--- src/rtl/core/assert_macros.svh ---
// Assertion macros shared by the square cover check RTL.
`ifndef ASSERT_MACROS_SVH
`define ASSERT_MACROS_SVH
`ifndef SYNTHESIS
`define ASSERT_PROP(lbl, clk, rst, prop) \
  lbl: assert property (@(posedge clk) disable iff (rst) prop) \
    else $error("assertion failed: %m");
`define ASSERT_NEVER(lbl, clk, rst, expr) \
  lbl: assert property (@(posedge clk) disable iff (rst) !(expr)) \
    else $error("assertion failed: %m");
`else
`define ASSERT_PROP(lbl, clk, rst, prop)
`define ASSERT_NEVER(lbl, clk, rst, expr)
`endif
`endif

--- src/rtl/core/sccc_pkg.sv ---
// Types, constants and helpers of the 2x2 square cover check.
`default_nettype none
package sccc_pkg;

  localparam int MAX_COLS = 64;
  localparam int MAX_ROWS = 64;

  // column and row counters
  localparam int COL_W = $clog2(MAX_COLS);
  localparam int ROW_W = $clog2(MAX_ROWS);
  // configuration register width
  localparam int CNT_W = 7;
  // result field widths
  localparam int POS_W   = 6;
  localparam int TOTAL_W = 12;

  localparam logic [TOTAL_W-1:0] TOTAL_MAX = '1;
  localparam logic [CNT_W-1:0]   CNT_MIN   = CNT_W'(2);
  localparam logic [CNT_W-1:0]   ROW_LIMIT = CNT_W'(MAX_ROWS);
  localparam logic [CNT_W-1:0]   COL_LIMIT = CNT_W'(MAX_COLS);

  // configuration register indexes
  localparam int CFG_IDX_W = 1;
  localparam logic [CFG_IDX_W-1:0] CFG_ROW_COUNT = 1'b0;
  localparam logic [CFG_IDX_W-1:0] CFG_COL_COUNT = 1'b1;

  // output queue
  localparam int OUT_DEPTH = 4;
  localparam int OUT_AW    = $clog2(OUT_DEPTH);
  localparam int OUT_CW    = $clog2(OUT_DEPTH + 1);

  // one entry of the line memory: pixel of the row above and its coverage mark
  typedef struct packed {
    logic pix;
    logic mark;
  } line_t;

  typedef struct packed {
    logic [POS_W-1:0]   square_row;
    logic [POS_W-1:0]   square_col;
    logic               is_summary;
    logic               all_covered;
    logic [TOTAL_W-1:0] square_count;
    logic               last;
  } result_t;

  // results produced by one item: a square first, then the summary
  typedef struct packed {
    logic    sq_push;
    logic    sum_push;
    result_t sq;
    result_t sum;
  } push_t;

  function automatic logic [CNT_W-1:0] clamp_count(input logic [CNT_W-1:0] v,
                                                  input logic [CNT_W-1:0] hi);
    logic [CNT_W-1:0] res;
    res = v;
    if (v < CNT_MIN) begin
      res = CNT_MIN;
    end else if (v > hi) begin
      res = hi;
    end
    return res;
  endfunction

endpackage
`default_nettype wire

--- src/rtl/core/sccc_line_mem.sv ---
// Line memory: one {pixel, mark} entry per column, valid bits, write-through read.
`default_nettype none
module sccc_line_mem (
  input  wire logic                       clk,
  input  wire logic                       rst,
  input  wire logic                       we,
  input  wire logic [sccc_pkg::COL_W-1:0] waddr,
  input  wire sccc_pkg::line_t            wdata,
  input  wire logic [sccc_pkg::COL_W-1:0] raddr,
  output sccc_pkg::line_t                 rdata
);

  sccc_pkg::line_t                 mem [sccc_pkg::MAX_COLS];
  logic [sccc_pkg::MAX_COLS-1:0]   valid;

  always_ff @(posedge clk) begin
    if (we) begin
      mem[waddr] <= wdata;
    end
  end

  always_ff @(posedge clk) begin
    if (rst) begin
      valid <= '0;
    end else if (we) begin
      valid[waddr] <= 1'b1;
    end
  end

  // forward a same-edge write; an entry never written reads as zero
  always_ff @(posedge clk) begin
    if (we && waddr == raddr) begin
      rdata <= wdata;
    end else if (valid[raddr]) begin
      rdata <= mem[raddr];
    end else begin
      rdata <= '0;
    end
  end

endmodule
`default_nettype wire

--- src/rtl/core/sccc_scan.sv ---
// Pixel scan: position counters, square detection, coverage check, summary.
`default_nettype none
`include "assert_macros.svh"
module sccc_scan (
  input  wire logic                       clk,
  input  wire logic                       rst,
  input  wire logic                       accept,
  input  wire logic                       pixel,
  input  wire logic [sccc_pkg::CNT_W-1:0] row_count,
  input  wire logic [sccc_pkg::CNT_W-1:0] col_count,
  output sccc_pkg::push_t                 push
);

  logic [sccc_pkg::COL_W-1:0]   col_counter;
  logic [sccc_pkg::ROW_W-1:0]   row_counter;
  logic [sccc_pkg::COL_W-1:0]   col_next;
  logic [sccc_pkg::TOTAL_W-1:0] square_total;
  logic [sccc_pkg::TOTAL_W-1:0] square_total_next;
  logic                         failed_flag;
  logic                         left_pixel;
  logic                         prev_above;
  logic                         prev_mark;
  logic                         prev_sq;
  logic                         pend_valid;
  logic [sccc_pkg::COL_W-1:0]   pend_addr;
  sccc_pkg::line_t              pend_data;

  logic                         mem_we;
  logic [sccc_pkg::COL_W-1:0]   mem_waddr;
  sccc_pkg::line_t              mem_wdata;
  logic [sccc_pkg::COL_W-1:0]   mem_raddr;
  sccc_pkg::line_t              rd;

  logic c_nz, r_nz, eol, last_row, eoi;
  logic above, aboveleft, left, sq, mark, fail_now;

  sccc_line_mem u_line_mem (
    .clk   (clk),
    .rst   (rst),
    .we    (mem_we),
    .waddr (mem_waddr),
    .wdata (mem_wdata),
    .raddr (mem_raddr),
    .rdata (rd)
  );

  always_comb begin
    c_nz     = (col_counter != '0);
    r_nz     = (row_counter != '0);
    eol      = ({1'b0, col_counter} + 7'd1) >= col_count;
    last_row = ({1'b0, row_counter} + 7'd1) >= row_count;
    eoi      = eol && last_row;

    above     = r_nz && rd.pix;
    aboveleft = r_nz && c_nz && prev_above;
    left      = c_nz && left_pixel;
    sq        = pixel && left && above && aboveleft;
    mark      = prev_sq || sq;

    fail_now = (c_nz && r_nz && prev_above && !(prev_mark || prev_sq || sq))
            || (c_nz && last_row && left && !mark)
            || (eol && r_nz && rd.pix && !(rd.mark || sq))
            || (eol && last_row && pixel && !sq);

    square_total_next = square_total;
    if (sq && square_total != sccc_pkg::TOTAL_MAX) begin
      square_total_next = square_total + 1'b1;
    end

    if (eol) begin
      col_next = '0;
    end else begin
      col_next = col_counter + 1'b1;
    end

    // prefetch the entry of the next pixel's column
    mem_raddr = accept ? col_next : col_counter;

    // the end-of-row write is deferred into the pend registers; the next
    // item sits in column zero and writes nothing, so the port is free
    mem_we    = 1'b0;
    mem_waddr = pend_addr;
    mem_wdata = pend_data;
    if (accept && c_nz) begin
      mem_we    = 1'b1;
      mem_waddr = col_counter - 1'b1;
      mem_wdata = '{pix: left, mark: mark};
    end else if (pend_valid) begin
      mem_we = 1'b1;
    end

    push                  = '0;
    push.sq_push          = accept && sq;
    push.sq.square_row    = sccc_pkg::POS_W'(row_counter - 1'b1);
    push.sq.square_col    = sccc_pkg::POS_W'(col_counter - 1'b1);
    push.sum_push         = accept && eoi;
    push.sum.is_summary   = 1'b1;
    push.sum.all_covered  = !(failed_flag || fail_now);
    push.sum.square_count = square_total_next;
    push.sum.last         = 1'b1;
  end

  always_ff @(posedge clk) begin
    if (rst) begin
      col_counter  <= '0;
      row_counter  <= '0;
      square_total <= '0;
      failed_flag  <= 1'b0;
      left_pixel   <= 1'b0;
      prev_above   <= 1'b0;
      prev_mark    <= 1'b0;
      prev_sq      <= 1'b0;
      pend_valid   <= 1'b0;
    end else begin
      pend_valid <= accept && eol;
      if (accept) begin
        left_pixel <= pixel;
        prev_above <= rd.pix;
        prev_mark  <= rd.mark;
        prev_sq    <= sq;
        if (eoi) begin
          col_counter  <= '0;
          row_counter  <= '0;
          square_total <= '0;
          failed_flag  <= 1'b0;
        end else begin
          col_counter  <= col_next;
          square_total <= square_total_next;
          failed_flag  <= failed_flag || fail_now;
          if (eol) begin
            row_counter <= row_counter + 1'b1;
          end
        end
      end
    end
  end

  always_ff @(posedge clk) begin
    if (accept && eol) begin
      pend_addr <= col_counter;
      pend_data <= '{pix: pixel, mark: sq};
    end
  end

  `ASSERT_PROP(a_sum_clears, clk, rst, push.sum_push |=> (col_counter == '0 && row_counter == '0 && square_total == '0))
  `ASSERT_PROP(a_sq_inside, clk, rst, push.sq_push |-> (col_counter != '0 && row_counter != '0))

endmodule
`default_nettype wire

--- src/rtl/core/sccc_out_queue.sv ---
// Output queue: takes up to two results per cycle, hands out one per cycle while out_ready is high.
`default_nettype none
`include "assert_macros.svh"
module sccc_out_queue (
  input  wire logic              clk,
  input  wire logic              rst,
  input  wire sccc_pkg::push_t   push,
  output logic                   room,
  output logic                   out_valid,
  input  wire logic              out_ready,
  output sccc_pkg::result_t      head
);

  sccc_pkg::result_t               entries [sccc_pkg::OUT_DEPTH];
  logic [sccc_pkg::OUT_AW-1:0]     wr_ptr;
  logic [sccc_pkg::OUT_AW-1:0]     rd_ptr;
  logic [sccc_pkg::OUT_CW-1:0]     count;
  logic [sccc_pkg::OUT_AW-1:0]     sum_ptr;
  logic [1:0]                      n_push;
  logic                            pop;

  always_comb begin
    out_valid = (count != '0);
    head      = entries[rd_ptr];
    pop       = out_valid && out_ready;
    // an item may bring two results: keep two slots free before taking one
    room      = count <= sccc_pkg::OUT_CW'(sccc_pkg::OUT_DEPTH - 2);
    n_push    = {1'b0, push.sq_push} + {1'b0, push.sum_push};
    sum_ptr   = wr_ptr + sccc_pkg::OUT_AW'(push.sq_push);
  end

  always_ff @(posedge clk) begin
    if (push.sq_push) begin
      entries[wr_ptr] <= push.sq;
    end
    if (push.sum_push) begin
      entries[sum_ptr] <= push.sum;
    end
  end

  always_ff @(posedge clk) begin
    if (rst) begin
      wr_ptr <= '0;
      rd_ptr <= '0;
      count  <= '0;
    end else begin
      wr_ptr <= wr_ptr + sccc_pkg::OUT_AW'(n_push);
      if (pop) begin
        rd_ptr <= rd_ptr + 1'b1;
      end
      count <= count + sccc_pkg::OUT_CW'(n_push) - sccc_pkg::OUT_CW'(pop);
    end
  end

  `ASSERT_NEVER(a_count_bound, clk, rst, count > sccc_pkg::OUT_CW'(sccc_pkg::OUT_DEPTH))
  `ASSERT_PROP(a_push_room, clk, rst, (push.sq_push || push.sum_push) |-> count <= sccc_pkg::OUT_CW'(sccc_pkg::OUT_DEPTH - 2))

endmodule
`default_nettype wire

--- src/rtl/core/binary_image_2x2_square_cover_check_unit.sv ---
// Top level of the 2x2 square cover check: config registers, scan, output queue.
`default_nettype none
// Streams a binary image in row-major order, one pixel per item, and reports
// every 2x2 block of set pixels by its top-left row and column, in row-major
// order, as it completes (when its bottom-right pixel arrives). After the last
// pixel of the image a summary item follows with the square count (saturating
// at 4095) and all_covered, which is 1 only if every set pixel lies in at least
// one square; discard the squares of an image whose summary has all_covered
// clear. The summary carries last = 1. Image size comes from row_count (index 0)
// and col_count (index 1), each clamped to 2..64; write them only between items.
// Throughput is one pixel per cycle while in_ready is high: the row above is
// kept in a 64-entry line memory whose read for the next column is issued as
// the current pixel is accepted, and each pixel does one read-modify-write of
// that memory. A result enters the output queue in the cycle its pixel is
// accepted. The output queue holds four results; in_ready drops while fewer
// than two slots are free, so with a stalled consumer the pixel stream halts
// once three results wait; pixels that bring no result keep flowing until then.
module binary_image_2x2_square_cover_check_unit (
  input  wire logic                           clk,
  input  wire logic                           rst,
  // configuration writes
  input  wire logic                           cfg_write,
  input  wire logic [sccc_pkg::CFG_IDX_W-1:0] cfg_index,
  input  wire logic [sccc_pkg::CNT_W-1:0]     cfg_data,
  // pixel items
  input  wire logic                           in_valid,
  output logic                                in_ready,
  input  wire logic                           pixel,
  // result items
  output logic                                out_valid,
  input  wire logic                           out_ready,
  output logic [sccc_pkg::POS_W-1:0]          square_row,
  output logic [sccc_pkg::POS_W-1:0]          square_col,
  output logic                                is_summary,
  output logic                                all_covered,
  output logic [sccc_pkg::TOTAL_W-1:0]        square_count,
  output logic                                last
);

  logic [sccc_pkg::CNT_W-1:0] row_count;
  logic [sccc_pkg::CNT_W-1:0] col_count;
  logic                       accept;
  logic                       room;
  sccc_pkg::push_t            push;
  sccc_pkg::result_t          head;

  // Hold the clamped register values; out-of-range writes snap to the limits.
  always_ff @(posedge clk) begin
    if (rst) begin
      row_count <= sccc_pkg::ROW_LIMIT;
      col_count <= sccc_pkg::COL_LIMIT;
    end else if (cfg_write) begin
      case (cfg_index)
        sccc_pkg::CFG_ROW_COUNT: begin
          row_count <= sccc_pkg::clamp_count(cfg_data, sccc_pkg::ROW_LIMIT);
        end
        sccc_pkg::CFG_COL_COUNT: begin
          col_count <= sccc_pkg::clamp_count(cfg_data, sccc_pkg::COL_LIMIT);
        end
        default: begin
        end
      endcase
    end
  end

  // Take a pixel whenever the queue can absorb both possible results.
  assign in_ready = room;
  assign accept   = in_valid && in_ready;

  sccc_scan u_scan (
    .clk       (clk),
    .rst       (rst),
    .accept    (accept),
    .pixel     (pixel),
    .row_count (row_count),
    .col_count (col_count),
    .push      (push)
  );

  sccc_out_queue u_out_queue (
    .clk       (clk),
    .rst       (rst),
    .push      (push),
    .room      (room),
    .out_valid (out_valid),
    .out_ready (out_ready),
    .head      (head)
  );

  // Drive the result fields from the queue head.
  assign square_row   = head.square_row;
  assign square_col   = head.square_col;
  assign is_summary   = head.is_summary;
  assign all_covered  = head.all_covered;
  assign square_count = head.square_count;
  assign last         = head.last;

endmodule
`default_nettype wire

--- config.mk ---
export PLATFORM = sky130hd
export DESIGN_NAME = binary_image_2x2_square_cover_check_unit
export DESIGN_NICKNAME = d
export VERILOG_FILES = /design/src/rtl/core/sccc_pkg.sv /design/src/rtl/core/sccc_line_mem.sv /design/src/rtl/core/sccc_scan.sv /design/src/rtl/core/sccc_out_queue.sv /design/src/rtl/core/binary_image_2x2_square_cover_check_unit.sv
export VERILOG_INCLUDE_DIRS = /design/src /design/src/rtl/core
export SDC_FILE = /design/constraint.sdc
export NUM_CORES = 1
export LEC_CHECK = 0
export ABC_AREA = 1
export BUFFER_PORTS_ARGS = -buffer_cell sky130_fd_sc_hd__buf_4
export CAP_MARGIN = 5
export CELL_PAD_IN_SITES_DETAIL_PLACEMENT = 1
export CELL_PAD_IN_SITES_GLOBAL_PLACEMENT = 2
export CORE_AREA = 2 2 242 184
export CTS_CLUSTER_DIAMETER = 150
export DETAILED_ROUTE_END_ITERATION = 16
export DIE_AREA = 0 0 244 186
export PLACE_DENSITY_LB_ADDON = 0.12
export RECOVER_POWER = 25
export SLEW_MARGIN = 40
export SYNTH_ARGS = -nofsm -noshare
export SYNTH_HDL_FRONTEND = slang
export SYNTH_SLANG_ARGS = --single-unit
--- constraint.sdc ---
create_clock -name clk -period 6.3 [get_ports clk]
set_input_delay 1.26 -clock clk [delete_from_list [all_inputs] [get_ports clk]]
set_output_delay 1.26 -clock clk [all_outputs]
set_load 0.01 [all_outputs]
==> metrics.cfg, run 1 <==
[grt]
grt_pass1_vias = 13000
antenna_found_initial = 0
grt_max_degree = 88
grt_util_met3_pct = 2.96
track_usage_pct = 21.8
grt_pass1_wl_mm = 76.6
grt-ovfl-total = 0
grt_use_met2_pct = 33.2
gr-usage-met1_pct = 32.7
grt.busiest_layer = met2

[synth]
seq_area_frac_synth_pct = 54.6
ys.flop_type = edfxtp_1
syn-num-nets = 1952
ys_seq_elements = 359
ys_types = 52
synthArstFlopShare_pct = 0
synth_area_leader_cell = edfxtp_1
synth_top_area_share_pct = 34.0
ys_warn_count = 0
yosys-top-cells-area = edfxtp_1, dfxtp_1, nor2_1
synth_edf_count = 188
syn_inst = 1910
syn_avg_cell_area_um2 = 8.69
syn_area_um2 = 16600

[cts]
h-tree-depth = 2
clock_latency_ps = 560
cts-buffers-inserted = 40
cts_hold_buf = 0
postCtsSetupRepairBufs = 0
cts_tree = done
cts_buffer_depth = 3
clk_pin_slew_ps = 60
cts_resized = 0
cts_sinks = 359
root_buffer = clkbuf_16

[power_and_ir_drop]
internal_power_mw = 4.45
power_mw = 6.71
p_per_area_nw_per_um2 = 360
switchingPower_mw = 2.26
ir_drop_uv = 161
comb_power_share_pct = 25.9
swShare_pct = 33.7
p_clk_share_pct = 35.3
leakagePower_nw = 7.52
pwr-share-seq_pct = 38.7

[floorplanning]
dieWidth_um = 244
dieArea_um2 = 45400
start_util_pct = 38.6
die_y_um = 186
core-area_um2 = 43000
io_pins = 43
fp-row-count = 66

[place]
port_buffers = 42
dpl.hpwl_mm = 31.6
place_congestion = 0.784
post-place-ws_ps = 1680

[timing]
rsz0062_at_grt = false
timing.final.crit_share_pct = 84.1
fin_skew_ps = 24.1
setup_viol = 0
setup_ws_ps = 999
slew_viol_final = 66
min_period_ps = 5300
hold_violations = 0
tightest_slew_ps = 3120
slew_headroom_pct = -108
fin_tns_setup_ps = 0
max_freq_mhz = 189

[route]
drt_iter0_drc = 796
via_count = 12900
wirelength_mm = 49.0
drc = 0
dr.pass1.iters = 5
ant_nets = 0
wire_per_inst_um = 19.3
vias_per_cell = 5.11

[hold_path]
hold_class = flop to flop

[final_layout]
layout_common_cells = nor2_1, nand2_1, edfxtp_1
drive_gt1_share_pct = 11.1
antennaDiodeCount = 0
layout_commonest_cell = nor2_1
layout.nets = 1963
post-route-util_pct = 43.4
areaGrowthSynthToFinish_pct = 12.4

[worst_setup_path]
end_kind = flop
worstSetupStartpointType = input port
crit_arrival_ps = 5200
crit_path_max_fanout = 65
path_class = input port to flop
required_ps = 6200

[run_status]
status = complete, but fails checks
failed_checks = capacitance limit, slew limit

[job]
drv_cap = 1

## flip-flops by register name, summed over array words and instances, names as in the netlist, 3 cells and up, named ones only
signal and cells:
u_scan.square_total 12, u_scan.row_counter 6, u_scan.col_counter 6, u_out_queue.entries 104, u_scan.pend_addr 6, u_scan.u_line_mem.valid 64
col_count 7, u_out_queue.count 3, row_count 7, u_scan.u_line_mem.mem 128
## cell type report
| cell class | instances | area, um2 |
|---|---|---|
| multi-input combinational | 1260 | 6350 |
| tap | 578 | 723 |
| timing repair buffer | 56 | 419 |
| inverter | 204 | 772 |
| clock inverter | 20 | 176 |
| fill | 5008 | 24400 |
| clock buffer | 54 | 1140 |
| sequential | 359 | 9070 |
## per-stage QoR
step           instances  hold WS [ps]  area (um2)
2_1_floorplan       1910           420       16600
3_3_place_gp        2456           434       17300
6_report            2531           451       18700
4_1_cts             2530           453       18700
3_5_place_dp        2456           443       17400
5_1_grt             2531           468       18700
## worst max-delay path, cell delays in order
cell and delay, ps:
clkbuf_4 100, nand3_1 360, inv_1 480, nand2_1 460
o21ai_4 250, clkbuf_1 2170
## Yosys cell counts, drive strengths merged (24+ instances only)
library cell and n:
o21ai 98, nand2 331, o22ai 24, ha 27
nand3 170, nor2 406, inv 203, clkbuf 39
a21oi 61, buf 48, edfxtp 188, dfxtp 171
## path summary, 6_finish.rpt
check	endpoint	slack [ps]	cells past startpoint	startpoint
worst max-delay path	u_scan.u_line_mem.mem[57][1]	1000	6	in_valid
worst min-delay path	u_out_queue.entries[3][26]	450	2	u_out_queue.entries[3][26]
worst max register to register	u_out_queue.entries[3][5]	1040	17	u_scan.col_counter[0]
worst min register to register	u_out_queue.entries[3][26]	450	2	u_out_queue.entries[3][26]
## per-layer routing
| metal | part of all wire, % | up-vias |
|---|---|---|
| met5 | 0 | - |
| met4 | 1.9 | 0 |
| met3 | 3.5 | 66 |
| met2 | 42 | 189 |
| met1 | 52 | 6373 |
| li1 | - | 6313 |
## kinds of logic (layout without fill, tap and decap cells)
group / count (synthesis) / count (layout) / synth area share, %
AO/OA/AOI/OAI: 250 / 250 / 9.32
adder cells (fa/ha/maj): 28 / 28 / 2.16
AND/OR/NAND/NOR: 956 / 956 / 25.3
flip-flops: 359 / 359 / 54.6
XOR/XNOR: 26 / 26 / 1.37
buffers and inverters: 291 / 334 / 7.24
## power groups by stage
stage	Combinational (mW)	Clock, mW	Sequential (mW)
after floorplan	1.17	0	2.63
after global placement	1.75	0	2.64
after detailed placement	1.77	0	2.64
after CTS	1.78	2.43	2.59
after global routing	1.95	2.52	2.60
final	1.74	2.37	2.60
Power figures use the tool's default switching activity.
==> inputs of run 2 (changes only) <==
==> constraint.sdc (replaced) <==
create_clock -name clk -period 5.1 [get_ports clk]
set_input_delay 1.02 -clock clk [delete_from_list [all_inputs] [get_ports clk]]
set_output_delay 1.02 -clock clk [all_outputs]
set_load 0.01 [all_outputs]
==> metrics.cfg, run 2 (synthesis results as in run 1) <==
[timing]
fin_tns_setup_ps = 0
rsz0062_at_grt = false
hold_violations = 0
slew_viol_final = 77
tightest_slew_ps = 1930
min_period_ps = 4340
fin_hold_ws_ps = 447
max_freq_mhz = 230
slew_headroom_pct = -28.7
fin_skew_ps = 13.1
setup_viol = 0
timing.final.crit_share_pct = 85.1

[place]
dpl.hpwl_mm = 31.6
place_congestion = 0.818
port_buffers = 42

[worst_setup_path]
r2r-end = u_out_queue.entries[2][11]
reg2reg_depth = 17
path_class = flop to flop
startpoint = u_scan.col_counter[0]
regToRegStartpoint = u_scan.col_counter[0]
r2r_slack_ps = 760
worstSetupStartpointType = flop
end_kind = flop
endpoint = u_out_queue.entries[2][11]
crit_arrival_ps = 4520
crit_path_max_fanout = 19
required_ps = 5280

[grt]
grt_pass1_wl_mm = 77.3
track_usage_pct = 21.9
grt-ovfl-total = 0
grt_pass1_vias = 13200
antenna_found_initial = 0
grt_max_degree = 124

[cts]
postCtsSetupRepairBufs = 0
clk_pin_slew_ps = 60
cts_tree = done
cts-buffers-inserted = 40
cts_resized = 0
cts_sinks = 359
cts_hold_buf = 0
clock_latency_ps = 540
h-tree-depth = 2
root_buffer = clkbuf_16
cts_buffer_depth = 3

[route]
ant_nets = 0
via_count = 12900
vias_per_cell = 5.10
dr.pass1.iters = 5
drt_iter0_drc = 747
wire_per_inst_um = 19.2
drc = 0
wirelength_mm = 48.7

[final_layout]
top_regs = u_scan.u_line_mem.mem: 128 flops, u_out_queue.entries: 104 flops, u_scan.u_line_mem.valid: 64 flops
layout_commonest_cell = nor2_1
regArea_um2 = 9070
top_register = u_scan.u_line_mem.mem
largest_register_ffs = 128
areaGrowthSynthToFinish_pct = 13.0
n_fill_cell = 4991
drive_gt1_share_pct = 11.7
antennaDiodeCount = 0
layout.nets = 1971
layout_common_cells = nor2_1, nand2_1, edfxtp_1
multiInputGateArea_um2 = 6320

[hold_path]
hold_class = flop to flop

[floorplanning]
dieArea_um2 = 45400
io_pins = 43
dieWidth_um = 244
fp-row-count = 66
start_util_pct = 38.6
die_y_um = 186
core-area_um2 = 43000

[power_and_ir_drop]
p_per_area_nw_per_um2 = 454
power_mw = 8.51
ir_drop_uv = 229
leakagePower_nw = 7.61

[run_status]
failed_checks = capacitance limit, slew limit
status = complete, but fails checks

[job]
drv_cap = 1

[run 2: cell count changes in the layout (fill, tap and decap cells not counted), sizes merged]
cell,delta
clkbuf,+3
buf,+8
bufinv,+3
clkinv,-7
inv,+1
[run 2: routing by layer]
layer	GRT usage, %	vias up	wire length (um)
li1	-	6335	-
met3	3.06	47	1920
met5	0	-	0
met4	4.05	0	593
met1	33.2	6366	25400
met2	33.4	197	20900
[run 2: cell type report]
class	count	area share, %
sequential	359	48.3
multi-input combinational	1260	33.7
clock buffer	57	6.11
inverter	204	4.12
tap	578	3.86
timing repair buffer	64	2.55
clock inverter	17	1.29
[run 2: worst max-delay path, cell delays in order, from the launching register on]
cell and delay, ps:
dfxtp_1 560, inv_1 270, ha_1 450, ha_1 310
nand2_1 50, inv_1 50, nand2_1 40, nand2_1 90
nand2_2 100, nand2_2 110, inv_2 80, nor2_8 250
inv_4 130, nor2_8 150, inv_4 70, nor3_4 410
inv_2 300, nand2_1 550
[run 2: power by group]
group          switching [mW]  internal [mW]  leakage (nW)
Clock                    1.22           1.87         0.681
Sequential             0.0503           3.15          3.13
Combinational            1.57          0.642          3.79
[run 2: worst min path at each step]
stage | startpoint | to | slack (ps) | cells after the start
final | u_out_queue.entries[2][26] | u_out_queue.entries[2][26] | 450 | 2
after global routing | u_out_queue.entries[3][20] | u_out_queue.entries[3][20] | 480 | 2
after CTS | u_out_queue.entries[2][26] | u_out_queue.entries[2][26] | 450 | 2
after detailed placement | u_out_queue.entries[2][26] | u_out_queue.entries[2][26] | 440 | 2
after global placement | u_out_queue.entries[2][14] | u_out_queue.entries[2][14] | 430 | 2
after floorplan | u_out_queue.entries[2][20] | u_out_queue.entries[2][20] | 420 | 2
[run 2: per-stage QoR]
step / std cells / area (um2) / util (%) / setup slack, ps
6_report: 2539 / 18800 / 43.6 / 758
5_1_grt: 2539 / 18800 / 43.6 / 296
4_1_cts: 2539 / 18800 / 43.7 / 732
3_5_place_dp: 2465 / 17400 / 40.5 / 738
3_3_place_gp: 2465 / 17400 / 40.5 / 835
2_1_floorplan: 1910 / 16600 / - / 310
==> inputs of run 3 (changes only) <==
--- a/config.mk
+++ b/config.mk
@@ -11,10 +11,10 @@
 export CAP_MARGIN = 5
 export CELL_PAD_IN_SITES_DETAIL_PLACEMENT = 1
 export CELL_PAD_IN_SITES_GLOBAL_PLACEMENT = 2
-export CORE_AREA = 2 2 242 184
+export CORE_AREA = 2 2 280 213
 export CTS_CLUSTER_DIAMETER = 150
 export DETAILED_ROUTE_END_ITERATION = 16
-export DIE_AREA = 0 0 244 186
+export DIE_AREA = 0 0 282 215
 export PLACE_DENSITY_LB_ADDON = 0.12
 export RECOVER_POWER = 25
 export SLEW_MARGIN = 40
==> constraint.sdc (replaced) <==
create_clock -name clk -period 4.9 [get_ports clk]
set_input_delay 0.98 -clock clk [delete_from_list [all_inputs] [get_ports clk]]
set_output_delay 0.98 -clock clk [all_outputs]
set_load 0.01 [all_outputs]
==> metrics.cfg, run 3 (synthesis results as in run 1) <==
[final_layout]
drive_gt1_share_pct = 12.1
n_fill_cell = 6778
largest_register_ffs = 128
antennaDiodeCount = 0
finalInstanceArea_um2 = 19100
areaGrowthSynthToFinish_pct = 14.8
layout_commonest_cell = nor2_1
layout_common_cells = nor2_1, nand2_1, edfxtp_1
layout.nets = 1981
stdcell_count = 2762
top_regs = u_scan.u_line_mem.mem: 128 flops, u_out_queue.entries: 104 flops, u_scan.u_line_mem.valid: 64 flops
post-route-util_pct = 32.8
top_register = u_scan.u_line_mem.mem

[route]
vias_per_cell = 4.68
wirelength_mm = 53.3
drt_iter0_drc = 695
drc = 0
dr.pass1.iters = 5
via_count = 12900
wire_per_inst_um = 19.3
ant_nets = 0

[worst_setup_path]
end_kind = flop
reg2reg_depth = 20
crit_path_max_fanout = 64
path_class = input port to flop
r2r-end = u_out_queue.count[2]
crit_arrival_ps = 4340
r2r_slack_ps = 830
required_ps = 5160
worstSetupStartpointType = input port
endpoint = u_scan.col_counter[5]
regToRegStartpoint = u_scan.col_counter[0]
startpoint = rst

[power_and_ir_drop]
p_clk_share_pct = 35.7
p_per_area_nw_per_um2 = 462
switchingPower_mw = 3.03
leakagePower_nw = 7.64
power_mw = 8.81
comb_power_share_pct = 26.5
internal_power_mw = 5.79
pwr-share-seq_pct = 37.8
swShare_pct = 34.3
ir_drop_uv = 217

[floorplanning]
io_pins = 43
core-area_um2 = 58100
die_y_um = 215
start_util_pct = 28.6
dieArea_um2 = 60600
dieWidth_um = 282
fp-row-count = 77

[cts]
clk_pin_slew_ps = 60
clock_latency_ps = 570
cts_buffer_depth = 3
cts_hold_buf = 0
cts_resized = 0
cts_sinks = 359
cts-buffers-inserted = 42
postCtsSetupRepairBufs = 0
root_buffer = clkbuf_16
cts_tree = done
h-tree-depth = 2

[timing]
fin_tns_setup_ps = 0
slew_headroom_pct = -147
fin_skew_ps = 22.7
rsz0062_at_grt = false
max_freq_mhz = 245
tightest_slew_ps = 3700
setup_viol = 0
min_period_ps = 4080
hold_violations = 0
slew_viol_final = 131
timing.final.crit_share_pct = 83.3

[job]
drv_cap = 2

[run_status]
failed_checks = capacitance limit, slew limit
status = complete, but fails checks

[hold_path]
hold_class = flop to flop
holdCritStartpoint = u_out_queue.entries[2][26]

[place]
port_buffers = 42
dpl.hpwl_mm = 34.4
place_congestion = 0.769
dp.cells = 2685
place_area_um2 = 17800

[grt]
grt_max_degree = 124
grt_pass1_vias = 13300
grt-ovfl-total = 0
antenna_found_initial = 0
grt_pass1_wl_mm = 81.9
track_usage_pct = 17.7

-- run 3: power groups by stage --
stage	sequential, mW	clock, mW	combinational, mW
2_1_floorplan	3.38	0	1.51
3_3_place_gp	3.39	0	2.40
3_5_place_dp	3.39	0	2.41
4_1_cts	3.33	3.25	2.42
5_1_grt	3.34	3.35	2.63
6_report	3.33	3.15	2.33
-- run 3: per-layer routing --
| metal | part of all wire [%] | vias up | global-route usage, % | wire [um] |
|---|---|---|---|---|
| met4 | 1.5 | 0 | 3.71 | 800 |
| met5 | 0 | - | 0 | 0 |
| li1 | - | 6364 | - | - |
| met3 | 2.9 | 54 | 2.37 | 1530 |
| met2 | 41 | 142 | 25.6 | 21900 |
| met1 | 54 | 6354 | 27.6 | 29000 |
-- run 3: critical path, stage by stage --
cell,delay [ps]
buf_4,340
clkbuf_1,2630
nor2_1,320
-- run 3: how the worst min path moves through the flow --
stage / slack (ps) / to / depth (start not counted)
2_1_floorplan: 420 / u_out_queue.entries[2][20] / 2
3_3_place_gp: 430 / u_out_queue.entries[2][26] / 2
3_5_place_dp: 430 / u_out_queue.entries[2][26] / 2
4_1_cts: 440 / u_out_queue.entries[2][26] / 2
5_1_grt: 460 / u_out_queue.entries[2][26] / 2
6_report: 440 / u_out_queue.entries[2][26] / 2
-- run 3: stage by stage --
stage	hold WS, ps	setup slack, ps
floorplan	420	150
global placement	430	842
detailed placement	432	794
CTS	442	796
global route	462	380
finish	441	820
-- run 3: area by class of cell --
cell class / count / area (um2) / area share, %
inverter: 204 / 771 / 4.04
tap: 790 / 988 / 5.19
sequential: 359 / 9070 / 47.6
timing repair buffer: 72 / 546 / 2.86
multi-input combinational: 1260 / 6330 / 33.2
clock inverter: 17 / 130 / 0.683
clock buffer: 60 / 1220 / 6.41
